**config.mk**
```make
export PLATFORM = sky130hd
export DESIGN_NAME = adc_scan_average_sequencer
export DESIGN_NICKNAME = d
export VERILOG_FILES = /design/src/asav_pkg.sv /design/src/adc_scan_average_sequencer.sv /design/src/asav_scan_core.sv /design/src/asav_rsp_buf.sv
export SDC_FILE = /design/constraint.sdc
export NUM_CORES = 1
export LEC_CHECK = 0
export ABC_AREA = 1
export BUFFER_PORTS_ARGS = -buffer_cell sky130_fd_sc_hd__buf_4
export CAP_MARGIN = 25
export CORE_MARGIN = 5
export CORE_UTILIZATION = 58
export DETAILED_ROUTE_END_ITERATION = 6
export GPL_ROUTABILITY_DRIVEN = 0
export HOLD_SLACK_MARGIN = 0.05
export PLACE_DENSITY_LB_ADDON = 0.05
export SETUP_SLACK_MARGIN = 0.02
export SLEW_MARGIN = 20
export SYNTH_ARGS = -nofsm -noshare
export SYNTH_HDL_FRONTEND = slang
export SYNTH_SLANG_ARGS = --single-unit
export TNS_END_PERCENT = 10
```
**constraint.sdc**
```tcl
create_clock -name clock -period 7.34 [get_ports clock]
set_input_delay 0.734 -clock clock [delete_from_list [all_inputs] [get_ports clock]]
set_output_delay 0.734 -clock clock [all_outputs]
set_load 0.01 [all_outputs]
```
**src/asav_pkg.sv**
```systemverilog
package asav_pkg;

   localparam int NUM_CHANNELS = 8;
   localparam int SAMPLE_BITS  = 10;
   localparam int CH_BITS      = $clog2(NUM_CHANNELS);
   localparam int MASK_BITS    = 8;
   localparam int ACC_BITS     = SAMPLE_BITS + 2;
   localparam int CNT_BITS     = 3;
   // one discarded conversion, then this many summed
   localparam int AVG_SAMPLES  = 4;

   typedef enum logic {
      CMD_SAMPLE = 1'b0,
      CMD_READ   = 1'b1
   } cmd_type;

   typedef struct packed {
      cmd_type                command;
      logic [SAMPLE_BITS-1:0] sample;
      logic [CH_BITS-1:0]     read_channel;
   } req_type;

   typedef struct packed {
      logic                   average_done;
      logic [CH_BITS-1:0]     done_channel;
      logic [SAMPLE_BITS-1:0] average_value;
      logic [CH_BITS-1:0]     mux_channel;
      logic [SAMPLE_BITS-1:0] read_value;
      logic                   read_valid;
   } rsp_type;

endpackage

```
**src/adc_scan_average_sequencer.sv**
```systemverilog
// channel   direction  handshake          payload
// req_      in         req_valid/stall    asav_pkg::req_type (command, sample, read_channel)
// rsp_      out        rsp_valid/stall    asav_pkg::rsp_type (one item per req item)
// csr_      in         csr_valid/ready    channel_mask, 8 bits
//
// One item per cycle unless req_stall; each accepted item is registered before rsp_valid.
// Scan state and channel averages update at the accept edge; rsp is a
// two-entry output register (output + skid), so req_stall is registered.
// Synchronous active-high reset clears mask, scan state and valid bits.
// csr_ready is always high; a mask write restarts the scan.
module adc_scan_average_sequencer (
   input  logic                           clock,
   input  logic                           reset,
   input  logic                           req_valid,
   output logic                           req_stall,
   input  asav_pkg::req_type              req_data,
   output logic                           rsp_valid,
   input  logic                           rsp_stall,
   output asav_pkg::rsp_type              rsp_data,
   input  logic                           csr_valid,
   output logic                           csr_ready,
   input  logic [asav_pkg::MASK_BITS-1:0] csr_data
);
   import asav_pkg::*;

   logic    item_accept;
   logic    csr_write;
   rsp_type result;

   assign csr_ready   = 1'b1;
   assign csr_write   = csr_valid && csr_ready;
   assign item_accept = req_valid && !req_stall;

   asav_scan_core u_core (
      .clock       (clock),
      .reset       (reset),
      .csr_write   (csr_write),
      .csr_data    (csr_data),
      .item_accept (item_accept),
      .item        (req_data),
      .result      (result)
   );

   asav_rsp_buf u_rsp_buf (
      .clock     (clock),
      .reset     (reset),
      .in_valid  (req_valid),
      .in_stall  (req_stall),
      .in_data   (result),
      .out_valid (rsp_valid),
      .out_stall (rsp_stall),
      .out_data  (rsp_data)
   );

endmodule

```
**src/asav_scan_core.sv**
```systemverilog
module asav_scan_core (
   input  logic                             clock,
   input  logic                             reset,
   input  logic                             csr_write,
   input  logic [asav_pkg::MASK_BITS-1:0]   csr_data,
   input  logic                             item_accept,
   input  asav_pkg::req_type                item,
   output asav_pkg::rsp_type                result
);
   import asav_pkg::*;

   logic [MASK_BITS-1:0]   mask_ff;
   logic [ACC_BITS-1:0]    acc_ff, acc_in;
   logic [CNT_BITS-1:0]    cnt_ff, cnt_in;
   logic [CH_BITS-1:0]     cur_ff, cur_in;
   logic [SAMPLE_BITS-1:0] avg_mem_ff [NUM_CHANNELS];
   logic [NUM_CHANNELS-1:0] valid_ff;

   logic [ACC_BITS-1:0]    acc_sum;
   logic [CNT_BITS-1:0]    cnt_next;
   logic                   sample_taken;
   logic                   complete;

   function automatic logic [CH_BITS-1:0] next_enabled(
      input logic [MASK_BITS-1:0] mask,
      input logic [CH_BITS-1:0]   from
   );
      logic [CH_BITS-1:0] pick;
      logic [CH_BITS-1:0] c;
      pick = from;
      // walk downward so the nearest channel after 'from' wins
      for (int i = NUM_CHANNELS; i >= 1; i--) begin
         c = from + CH_BITS'(i);
         if (mask[c]) pick = c;
      end
      return pick;
   endfunction

   function automatic logic [CH_BITS-1:0] lowest_enabled(input logic [MASK_BITS-1:0] mask);
      logic [CH_BITS-1:0] pick;
      pick = '0;
      for (int i = NUM_CHANNELS - 1; i >= 0; i--) begin
         if (mask[i]) pick = CH_BITS'(i);
      end
      return pick;
   endfunction

   always_comb begin
      sample_taken = item_accept && (item.command == CMD_SAMPLE) && (mask_ff != '0);
      acc_sum      = (cnt_ff != '0) ? acc_ff + ACC_BITS'(item.sample) : acc_ff;
      cnt_next     = cnt_ff + CNT_BITS'(1);
      complete     = sample_taken && (cnt_next > CNT_BITS'(AVG_SAMPLES));

      acc_in = acc_ff;
      cnt_in = cnt_ff;
      cur_in = cur_ff;
      if (sample_taken) begin
         if (complete) begin
            acc_in = '0;
            cnt_in = '0;
            cur_in = next_enabled(mask_ff, cur_ff);
         end else begin
            acc_in = acc_sum;
            cnt_in = cnt_next;
         end
      end

      result = '0;
      result.mux_channel = cur_in;
      if (item.command == CMD_READ) begin
         if (valid_ff[item.read_channel]) begin
            result.read_value = avg_mem_ff[item.read_channel];
            result.read_valid = 1'b1;
         end
      end else if (complete) begin
         result.average_done  = 1'b1;
         result.done_channel  = cur_ff;
         result.average_value = acc_sum[ACC_BITS-1:2];
      end
   end

   always_ff @(posedge clock) begin
      if (reset) begin
         mask_ff  <= '0;
         acc_ff   <= '0;
         cnt_ff   <= '0;
         cur_ff   <= '0;
         valid_ff <= '0;
      end else if (csr_write) begin
         mask_ff <= csr_data;
         acc_ff  <= '0;
         cnt_ff  <= '0;
         cur_ff  <= lowest_enabled(csr_data);
      end else begin
         acc_ff <= acc_in;
         cnt_ff <= cnt_in;
         cur_ff <= cur_in;
         if (complete) valid_ff[cur_ff] <= 1'b1;
      end
   end

   // averages need no reset: an entry is only read once its valid bit is set
   always_ff @(posedge clock) begin
      if (complete && !csr_write) begin
         avg_mem_ff[cur_ff] <= acc_sum[ACC_BITS-1:2];
      end
   end

   a_cnt_range: assert property (@(posedge clock) disable iff (reset)
      cnt_ff <= CNT_BITS'(AVG_SAMPLES))
      else $error("sample count beyond averaging window");

   a_cur_enabled: assert property (@(posedge clock) disable iff (reset)
      (mask_ff != '0) |-> mask_ff[cur_ff])
      else $error("selected channel not enabled");

   a_complete_clears: assert property (@(posedge clock) disable iff (reset)
      (complete && !csr_write) |=> (cnt_ff == '0) && (acc_ff == '0))
      else $error("accumulator not cleared after average");

   a_complete_marks: assert property (@(posedge clock) disable iff (reset)
      (complete && !csr_write) |=> valid_ff[$past(cur_ff)])
      else $error("completed channel not marked valid");

endmodule

```
**src/asav_rsp_buf.sv**
```systemverilog
module asav_rsp_buf (
   input  logic              clock,
   input  logic              reset,
   input  logic              in_valid,
   output logic              in_stall,
   input  asav_pkg::rsp_type in_data,
   output logic              out_valid,
   input  logic              out_stall,
   output asav_pkg::rsp_type out_data
);
   import asav_pkg::*;

   logic    out_valid_ff, out_valid_in;
   logic    skid_valid_ff, skid_valid_in;
   rsp_type out_data_ff, out_data_in;
   rsp_type skid_data_ff, skid_data_in;
   logic    take;
   logic    accept;

   assign take      = out_valid_ff && !out_stall;
   assign in_stall  = skid_valid_ff;
   assign accept    = in_valid && !skid_valid_ff;
   assign out_valid = out_valid_ff;
   assign out_data  = out_data_ff;

   always_comb begin
      out_valid_in  = out_valid_ff;
      out_data_in   = out_data_ff;
      skid_valid_in = skid_valid_ff;
      skid_data_in  = skid_data_ff;
      if (skid_valid_ff) begin
         if (take) begin
            out_data_in   = skid_data_ff;
            skid_valid_in = 1'b0;
         end
      end else if (accept) begin
         if (!out_valid_ff || take) begin
            out_data_in  = in_data;
            out_valid_in = 1'b1;
         end else begin
            skid_data_in  = in_data;
            skid_valid_in = 1'b1;
         end
      end else if (take) begin
         out_valid_in = 1'b0;
      end
   end

   always_ff @(posedge clock) begin
      if (reset) begin
         out_valid_ff  <= 1'b0;
         skid_valid_ff <= 1'b0;
      end else begin
         out_valid_ff  <= out_valid_in;
         skid_valid_ff <= skid_valid_in;
      end
      out_data_ff  <= out_data_in;
      skid_data_ff <= skid_data_in;
   end

   a_skid_behind_out: assert property (@(posedge clock) disable iff (reset)
      skid_valid_ff |-> out_valid_ff)
      else $error("skid stage full while output empty");

   a_skid_drains: assert property (@(posedge clock) disable iff (reset)
      (skid_valid_ff && take) |=> !skid_valid_ff && (out_data_ff == $past(skid_data_ff)))
      else $error("skid item not moved to output");

   a_no_overwrite: assert property (@(posedge clock) disable iff (reset)
      (out_valid_ff && out_stall) |=> out_valid_ff && $stable(out_data_ff))
      else $error("pending item lost");

endmodule
```
**Yosys cells after proc, flatten, opt, wreduce, memory -nomap -nowiden**

Memory sizes are Yosys's and may differ from the RTL's.
Index checks and enable logic that the tools add are counted.
W data, S select, Z words.

- Register bits: 92
- Memory bits (read-only): 0
- RAM bits: 80
- Output and inout bits: 31
- Memories kept: 1
- Input bits: 27
- Bits in latches: 0
- Word-level logic and storage cells: 128

- Equality and inequality tests: 2
- $lt $le $gt $ge: 11
- Reductions and logical operators: 24
- Shift-type cells: 0
- Divide/modulo/power cells: 0
- Multiplexer cells: 56
- Multiply operators: 0
- Add/subtract/negate cells: 9
- Bitwise operators: 5

Memory list:

| name | words | width | rd ports | clocked after memory_dff | write ports | RTL line | source |
|---|---|---|---|---|---|---|---|
| u_core.avg_mem_ff | 8 | 10 | 1 | 0 | 1 | asav_scan_core.sv:16 | `logic [SAMPLE_BITS-1:0] avg_mem_ff [NUM_CHANNELS];` |

Operators with widths:

| cell | count |
|---|---|
| $mux W28 | 4 |
| $mux W3 | 19 |
| $lt A3 B4 Y1 const B | 9 |
| $mux W14 | 2 |
| $bmux W1 S3 | 8 |
| $mux W12 | 2 |
| $mux W11 | 2 |
| $mux W1 | 18 |
| $add A12 B10 Y12 | 1 |
| $add A3 B3 Y3 const B | 4 |
| $reduce_and A3 Y1 | 3 |
| $or A8 B8 Y8 | 1 |
| $reduce_bool A2 Y1 | 4 |
| $reduce_bool A8 Y1 | 1 |
| $logic_and A1 B1 Y1 | 7 |
| $add A3 B1 Y3 const B | 2 |
| $add A3 B2 Y3 const B | 2 |
| $logic_not A1 Y1 | 4 |
| $ne A2 B2 Y1 const B | 2 |
| $not A1 Y1 | 4 |
| $reduce_and A2 Y1 | 2 |
| $demux W1 S3 | 1 |
| $ge A3 B1 Y1 const B | 1 |
| $gt A3 B3 Y1 const B | 1 |
| other kinds (3) | 3 |

**Depth between registers and ports, before layout**

Gate-level depths: netlist of the first run.

- Depth after elaboration: 15
- Mapped depth: 19
- Gate-level depth less buffers: 18

**Hierarchy**

A second synthesis of the first run with hierarchy kept.

- Cell total of the unflattened synthesis: 848
- Area total of the unflattened synthesis: 7977.7 µm²

By module, submodules not included:

| module | times used | area each (µm²) | cells an instance | sequential area each (µm²) |
|---|---|---|---|---|
| asav_scan_core | 1 | 5811.8 | 678 | 3083.0 |
| asav_rsp_buf | 1 | 2144.6 | 166 | 1721.7 |
| adc_scan_average_sequencer | 1 | 21.3 | 4 | 0.0 |

**Worst setup path before layout of the first run**

Ideal clock, no wire load.

- Path kind: input -> register
- Start point: input port req_valid
- End point: register u_rsp_buf.out_data_ff (netlist bit u_rsp_buf.out_data[0]) (enable)
- Buffers on the path: 0
- Cell stages on the path: 3
- Arrival: 2315 ps
- Path slack: 4603 ps
- Data required time: 6918 ps
- Library setup time: 422 ps
- Path through: nand2_1 > o21a_1 > a21oi_1

- Word-level cells in the longest chain between the ends: 3

RTL lines:

| item | RTL line | source |
|---|---|---|
| start, declared | adc_scan_average_sequencer.sv:14 | `input logic req_valid,` |
| $logic_and A1 B1 Y1 | asav_rsp_buf.sv:22 | `assign accept = in_valid && !skid_valid_ff;` |
| $reduce_bool A2 Y1 (no source line) | n/a |  |
| $reduce_and A3 Y1 (no source line) | n/a |  |
| end signal, assigned | asav_rsp_buf.sv:57 | `out_data_ff <= out_data_in;` |
| end, declared | asav_rsp_buf.sv:15 | `rsp_type out_data_ff, out_data_in;` |

Every way passes these cells.
A chain may end at the register's enable or synchronous reset.

**Final worst setup path of the first run**

- Start point: register u_rsp_buf.skid_valid_ff (netlist: u_rsp_buf.in_stall)
- End point: memory u_core.avg_mem_ff[2][2] (enable)

- Word-level cells in the longest chain between the ends: 8

RTL lines:

| item | RTL line | source |
|---|---|---|
| start, declared | asav_rsp_buf.sv:14 | `logic skid_valid_ff, skid_valid_in;` |
| start signal, assigned | asav_rsp_buf.sv:55 | `skid_valid_ff <= skid_valid_in;` |
| $logic_not A1 Y1 | adc_scan_average_sequencer.sv:32 | `assign item_accept = req_valid && !req_stall;` |
| $logic_and A1 B1 Y1 | adc_scan_average_sequencer.sv:32 |  |
| $logic_and A1 B1 Y1 (2 in a row) | asav_scan_core.sv:49 | `sample_taken = item_accept && (item.command == CMD_SAMPLE) && (mask_ff != '0);` |
| $logic_and A1 B1 Y1 | asav_scan_core.sv:52 | `complete = sample_taken && (cnt_next > CNT_BITS'(AVG_SAMPLES));` |
| $logic_and A1 B1 Y1 | asav_scan_core.sv:104 | `if (complete && !csr_write) begin` |
| $mux W1 | asav_scan_core.sv:104 |  |
| $mux W1 (implied by the code) | asav_scan_core.sv:105 | `avg_mem_ff[cur_ff] <= acc_sum[ACC_BITS-1:2];` |
| end, declared | asav_scan_core.sv:16 |  |

Every way passes these cells.

==> results of run 1 <==
-- power groups by stage --
stage / clock network (mW) / registers (mW) / logic (mW)
5_1_grt: 1.04 / 1.08 / 0.218
4_1_cts: 0.986 / 1.08 / 0.192
3_5_place_dp: 0 / 1.10 / 0.191
3_3_place_gp: 0 / 1.10 / 0.185
6_report: 0.982 / 1.08 / 0.196
2_1_floorplan: 0 / 1.11 / 0.118
-- path summary, 6_finish.rpt --
check,start,to,depth (start not counted)
hold / removal,u_core.valid_ff[0]$_SDFFE_PP0P_,u_core.valid_ff[0]$_SDFFE_PP0P_,1
hold reg to reg,u_core.valid_ff[0]$_SDFFE_PP0P_,u_core.valid_ff[0]$_SDFFE_PP0P_,1
setup reg to reg,u_rsp_buf.in_stall$_SDFF_PP0_,u_core.avg_mem_ff[2][2]$_DFFE_PP_,10
setup / recovery,u_rsp_buf.in_stall$_SDFF_PP0_,u_core.avg_mem_ff[2][2]$_DFFE_PP_,10
-- logic make-up after synthesis --
kind of cell	Yosys count	share of synthesized area
fa+ha+maj	20	0.0323
xor+xnor	8	0.00972
compound gates	163	0.113
flops	172	0.602
other cells	1	0.000470
buf+inv	102	0.0513
simple gates	356	0.191
-- Yosys cell counts, types with 4 or more instances --
cell      instances  area, um2
clkbuf_1         23       86.3
xor2_1            4       35.0
nand2_1         198        743
dfxtp_1          36        721
nor2_1           77        289
buf_2             6       30.0
inv_1            58        218
ha_1             19        238
o21a_1            4       30.0
edfxtp_1        136       4080
o21ai_0          72        360
o22ai_1          20        125
inv_2            11       41.3
a21oi_1          48        240
nand3_1          51        255
nand2_2           6       37.5
nand3_2           7       70.1
a21oi_2           8       70.1
-- per-layer routing --
metal	wire length (um)	track usage	part of all wire
met5	0	0	0
met1	7750	0.309	0.42
met3	1040	0.0455	0.056
met4	475	0.0927	0.026
met2	9200	0.401	0.50
-- stage by stage --
step	instances	hold WS, ns	cell area, um2	power (mW)	worst slack [ns]
2_1_floorplan	822	0.435	7980	1.22	4.60
3_3_place_gp	1023	0.447	8500	1.29	4.37
3_5_place_dp	1023	0.451	8500	1.29	4.36
4_1_cts	1054	0.464	9150	2.26	4.36
5_1_grt	1055	0.482	9180	2.34	4.10
6_report	1055	0.461	9180	2.26	4.40
-- final cells by class --
cell class	instances	area, um2	share of cell area
repair buffers	59	463	0.0505
clock buffers	20	457	0.0498
multi-input cells	548	2780	0.303
inverters	69	259	0.0282
flip-flops and latches	172	4800	0.524
well taps	176	220	0.0240
clock inverters	11	193	0.0210
-- state kept, by name, indices dropped and copies added, names as in the netlist --
register	count
u_core.acc_ff	12
u_core.avg_mem_ff	80
u_core.cnt_ff	3
u_core.cur_ff	3
u_core.mask_ff	8
u_core.valid_ff	8
u_rsp_buf.in_stall	1
u_rsp_buf.out_data	28
u_rsp_buf.out_valid	1
u_rsp_buf.skid_data_ff	28
-- worst register-to-register path, cell delays in order, from the launching register on --
cell	delay, ns
dfxtp_1	0.30
buf_4	0.24
inv_2	0.29
nand2_1	0.16
nor2_1	0.21
nand2_2	0.25
nor2_8	0.22
inv_2	0.22
nor2_4	0.24
nand3_1	0.12
inv_1	0.34
==> metrics.csv, run 1 <==
metric;value;unit
power density over the cells;246;mW/mm2
Fin. Hold Viols;0;
H-tree depth;4;
Worst Skew;0.00844;ns
crit-path max cell delay;0.34;ns
first-pass GRT wire length;30100;um
Syn Nets;869;
Die Wd;127;um
startpoint types;flip-flop;
Gate power share;0.087;
DRC errors left;0;
Area Growth Syn to Fin;15.0;%
worst-skew pair later-pin latency;0.43;ns
Post-synth EDFFs;136;
setup_tns;0;ns
Starting Density;0.598;
fin crit period;2.94;ns
# IOs;58;
crit path cell chain;buf_4, inv_2, nand2_1, nor2_1, nand2_2, nor2_8, inv_2, nor2_4, nand3_1, inv_1;
status;finished clean;
I/O Buffers;56;
clock power share;0.435;
root buf cell;clkbuf_16;
vias in the first global route;5946;
sw power;0.502;mW
slowest cell on the critical path;inv_1;
Max FO, Critical Path;32;
Int Pwr;1.76;mW
first-iteration detailed-routing DRC count;476;
Post-Syn Instances;822;
commonest cells after routing, fill and taps aside;nand2_1 (198), edfxtp_1 (136), nor2_1 (76), o21ai_0 (72);
peak supply drop;0.184;mV
Most Frequent Cell on Critical Path;inv_2;
critical path arrival;3.03;ns
unrepaired setup endpoints after global routing;false;
Fillers;1044;
register-to-register setup slack;4.40;ns
DPL Wire Length;12800;um
crit path capture type;flip-flop;
Worst Hold Class;reg -> reg;
ANT cells;0;
Placeable Area;0.0133;mm2
cts hold-fix bufs;0;
CTS sink cnt;172;
CP top delay family;simple AND/OR/NAND/NOR gates;
via count;5983;
CTS tree;yes;
number of synthesized register bits;172;
switching portion of total power;0.222;
layout cell share with drive strength beyond 1;0.148;
max_cap viols;0;
Worst EP required;7.43;ns
routed wire length;18500;um
pin count of the biggest net entering global routing;46;
Netlist Area Pre-Place;0.00798;mm2
first-pass iteration count of the detailed router;5;
# nets final;914;
clk buf depth;2;
Post-DRT Antenna Nets;0;
Worst Max-Slew Pin Slew;0.850;ns
Max-slew headroom;0.431;
f_max;0.340;GHz
final setup vio count;0;
Yosys cell types;40;
Setup Buffers After CTS;0;
Worst Path Buf+Inv;4;
Overflow after GRT;0;
Num CTS Buffers;17;
Leakage;3.73;nW
Total GRT Usage;0.239;
Final Core Density;0.687;
final worst path period share;0.401;
Vias/cell;5.67;
Pins Over Slew Limit;0;
row count;42;
ys flop type;edfxtp_1;
Post-CTS Resized;0;
Seq/Total Area, Yosys;0.602;
die height;127;um
Synth async-reset ratio;0;
commonest non-fill, non-tap cell in the layout;nand2_1;
Mean Syn Cell Area;9.71;um2
Crit Path Class;reg -> reg;
part of the power in registers;0.479;
Die Footprint;0.0162;mm2
Synth Warn #;0;
initial antenna violation count;0;
WL per Instance;17.5;um
Reg clk slew, reported paths;0.06;ns
No activity file was read; power rests on OpenSTA's default activity.
==> run 2: changes to the inputs <==
==> constraint.sdc (replaced) <==
create_clock -name clock -period 3.1 [get_ports clock]
set_input_delay 0.31 -clock clock [delete_from_list [all_inputs] [get_ports clock]]
set_output_delay 0.31 -clock clock [all_outputs]
set_load 0.01 [all_outputs]
==> run 2 against run 1 <==
  * Critical path type unchanged
  * Clock power is 140% higher
  * First-iteration DRC count is 36% higher
  * Worst hold slack lost 0.33 ns
==> metrics.csv, run 2 (synthesized netlist as in run 1, its figures left out) <==
metric;value;unit
status;finished clean;
Tot Pwr;5.41;mW
fin crit period;2.72;ns
Reg area;0.00480;mm2
final setup margin;0.376;ns
final worst path period share;0.879;
Total GRT Usage;0.240;
reg2reg path depth;15;
DRC errors left;0;
Hold Path Stages;2;
Fillers;1022;
die height;127;um
clock power share;0.440;
setup_tns;0;ns
Int Pwr;4.22;mW
hold endpoint;u_core.valid_ff[1]$_SDFFE_PP0P_;
Max-slew headroom;0.526;
Num CTS Buffers;17;
max FFs per register;80;
first-pass iteration count of the detailed router;5;
row count;42;
first-iteration detailed-routing DRC count;647;
pin count of the biggest net entering global routing;46;
startpoint types;flip-flop;
power density over the cells;586;mW/mm2
Worst Path Buf+Inv;3;
worst hold margin;0.131;ns
footprint of the multi-input gates;0.00278;mm2
cts hold-fix bufs;0;
Area Growth Syn to Fin;15.7;%
Worst Hold Class;in -> reg;
Fin. Hold Viols;0;
Die Wd;127;um
worst-skew pair later-pin latency;0.43;ns
unrepaired setup endpoints after global routing;false;
# nets final;922;
critical path arrival;2.90;ns
Setup Buffers After CTS;0;
Gate power share;0.086;
register-to-register setup slack;0.38;ns
Overflow after GRT;0;
crit path cell chain;inv_2, ha_1, inv_1, nand3_1, nand3_1, nand2_2, inv_2, nand2_1, nand3_1, nand2_1, nand2_1, nand2_2, nand3_2, nand3_1, nand2_1;
Crit Reg-Reg Endpoint;u_rsp_buf.out_data[11]$_DFFE_PP_;
Vias/cell;5.64;
Most flops, register;u_core.avg_mem_ff;
I/O Buffers;56;
Post-DRT Antenna Nets;0;
Final Core Density;0.692;
f_max;0.367;GHz
Die Footprint;0.0162;mm2
slowest cell on the critical path;dfxtp_1;
CP top delay family;simple AND/OR/NAND/NOR gates;
peak supply drop;0.371;mV
first-pass GRT wire length;29900;um
Worst EP required;3.27;ns
DPL Wire Length;12400;um
via count;6004;
part of the power in registers;0.473;
vias in the first global route;5938;
# IOs;58;
Post-CTS Resized;0;
Placeable Area;0.0133;mm2
commonest non-fill, non-tap cell in the layout;nand2_1;
crit-path max cell delay;0.58;ns
WL per Instance;17.8;um
clk buf depth;2;
crit path capture type;flip-flop;
switching portion of total power;0.219;
CTS tree;yes;
Worst Max-Slew Pin Slew;0.711;ns
final setup vio count;0;
initial antenna violation count;0;
H-tree depth;4;
layout cell share with drive strength beyond 1;0.157;
Min-Delay Startpoint;reset;
Crit Path Class;reg -> reg;
sw power;1.18;mW
Reg clk slew, reported paths;0.06;ns
routed wire length;18900;um
Starting Density;0.598;
Setup WS pre-CTS;0.434;ns
Leakage;3.76;nW
Pins Over Slew Limit;0;
ANT cells;0;
max_cap viols;0;
Critical R2R Launch;u_core.cur_ff[1]$_SDFF_PP0_;
commonest cells after routing, fill and taps aside;nand2_1 (198), edfxtp_1 (136), nor2_1 (76), o21ai_0 (72), buf_4 (67);
Max FO, Critical Path;11;
root buf cell;clkbuf_16;
Worst Skew;0.0113;ns
CTS sink cnt;172;
==> run 2: changes by cell type in the layout (fill, tap and decap cells not counted) <==
| cell | previous run | this run |
|---|---|---|
| buf_4 | 58 | 67 |
| clkinv_2 | 1 | 3 |
| buf_16 | 1 | 0 |
| bufinv_16 | 5 | 6 |
| clkbuf_1 | 1 | 2 |
| clkbuf_8 | 2 | 1 |
| clkinv_1 | 1 | 0 |
| clkinv_4 | 3 | 2 |
==> run 2: worst max-delay path by stage <==
stage | startpoint | endpoint | slack, ns | cells after the start
2_1_floorplan | u_rsp_buf.in_stall$_SDFF_PP0_ | u_rsp_buf.out_data[0]$_DFFE_PP_ | 0.60 | 3
3_3_place_gp | u_core.cur_ff[1]$_SDFF_PP0_ | u_rsp_buf.out_data[11]$_DFFE_PP_ | 0.57 | 15
3_5_place_dp | u_core.cur_ff[1]$_SDFF_PP0_ | u_rsp_buf.out_data[11]$_DFFE_PP_ | 0.43 | 15
4_1_cts | u_core.cur_ff[1]$_SDFF_PP0_ | u_rsp_buf.out_data[11]$_DFFE_PP_ | 0.43 | 15
5_1_grt | u_core.cur_ff[1]$_SDFF_PP0_ | u_rsp_buf.out_data[11]$_DFFE_PP_ | 0.17 | 15
6_report | u_core.cur_ff[1]$_SDFF_PP0_ | u_rsp_buf.out_data[11]$_DFFE_PP_ | 0.38 | 15
==> run 2: layer usage <==
layer / part of all wire / routed length (um) / GRT usage
met1: 0.41 / 7810 / 0.302
met5: 0 / 0 / 0
met2: 0.51 / 9680 / 0.418
met4: 0.016 / 296 / 0.0858
met3: 0.059 / 1120 / 0.0409
==> run 2: layout make-up <==
cell class	instances	area share
Inverter	69	0.0281
Tap cell	176	0.0239
Timing Repair Buffer	67	0.0545
Multi-Input combinational cell	548	0.301
Sequential cell	172	0.520
Clock buffer	20	0.0484
Clock inverter	12	0.0239
==> run 2: power groups by stage <==
| stage | sequential (mW) | clock (mW) | combinational [mW] |
|---|---|---|---|
| 3_5_place_dp | 2.61 | 0 | 0.461 |
| 3_3_place_gp | 2.61 | 0 | 0.448 |
| 5_1_grt | 2.56 | 2.52 | 0.518 |
| 4_1_cts | 2.56 | 2.40 | 0.466 |
| 6_report | 2.56 | 2.38 | 0.467 |
| 2_1_floorplan | 2.62 | 0 | 0.280 |
==> run 2: metrics by stage <==
step / instance area, um2 / std cells
5_1_grt: 9230 / 1064
3_3_place_gp: 8570 / 1032
6_report: 9230 / 1064
3_5_place_dp: 8570 / 1032
2_1_floorplan: 7980 / 822
4_1_cts: 9230 / 1064
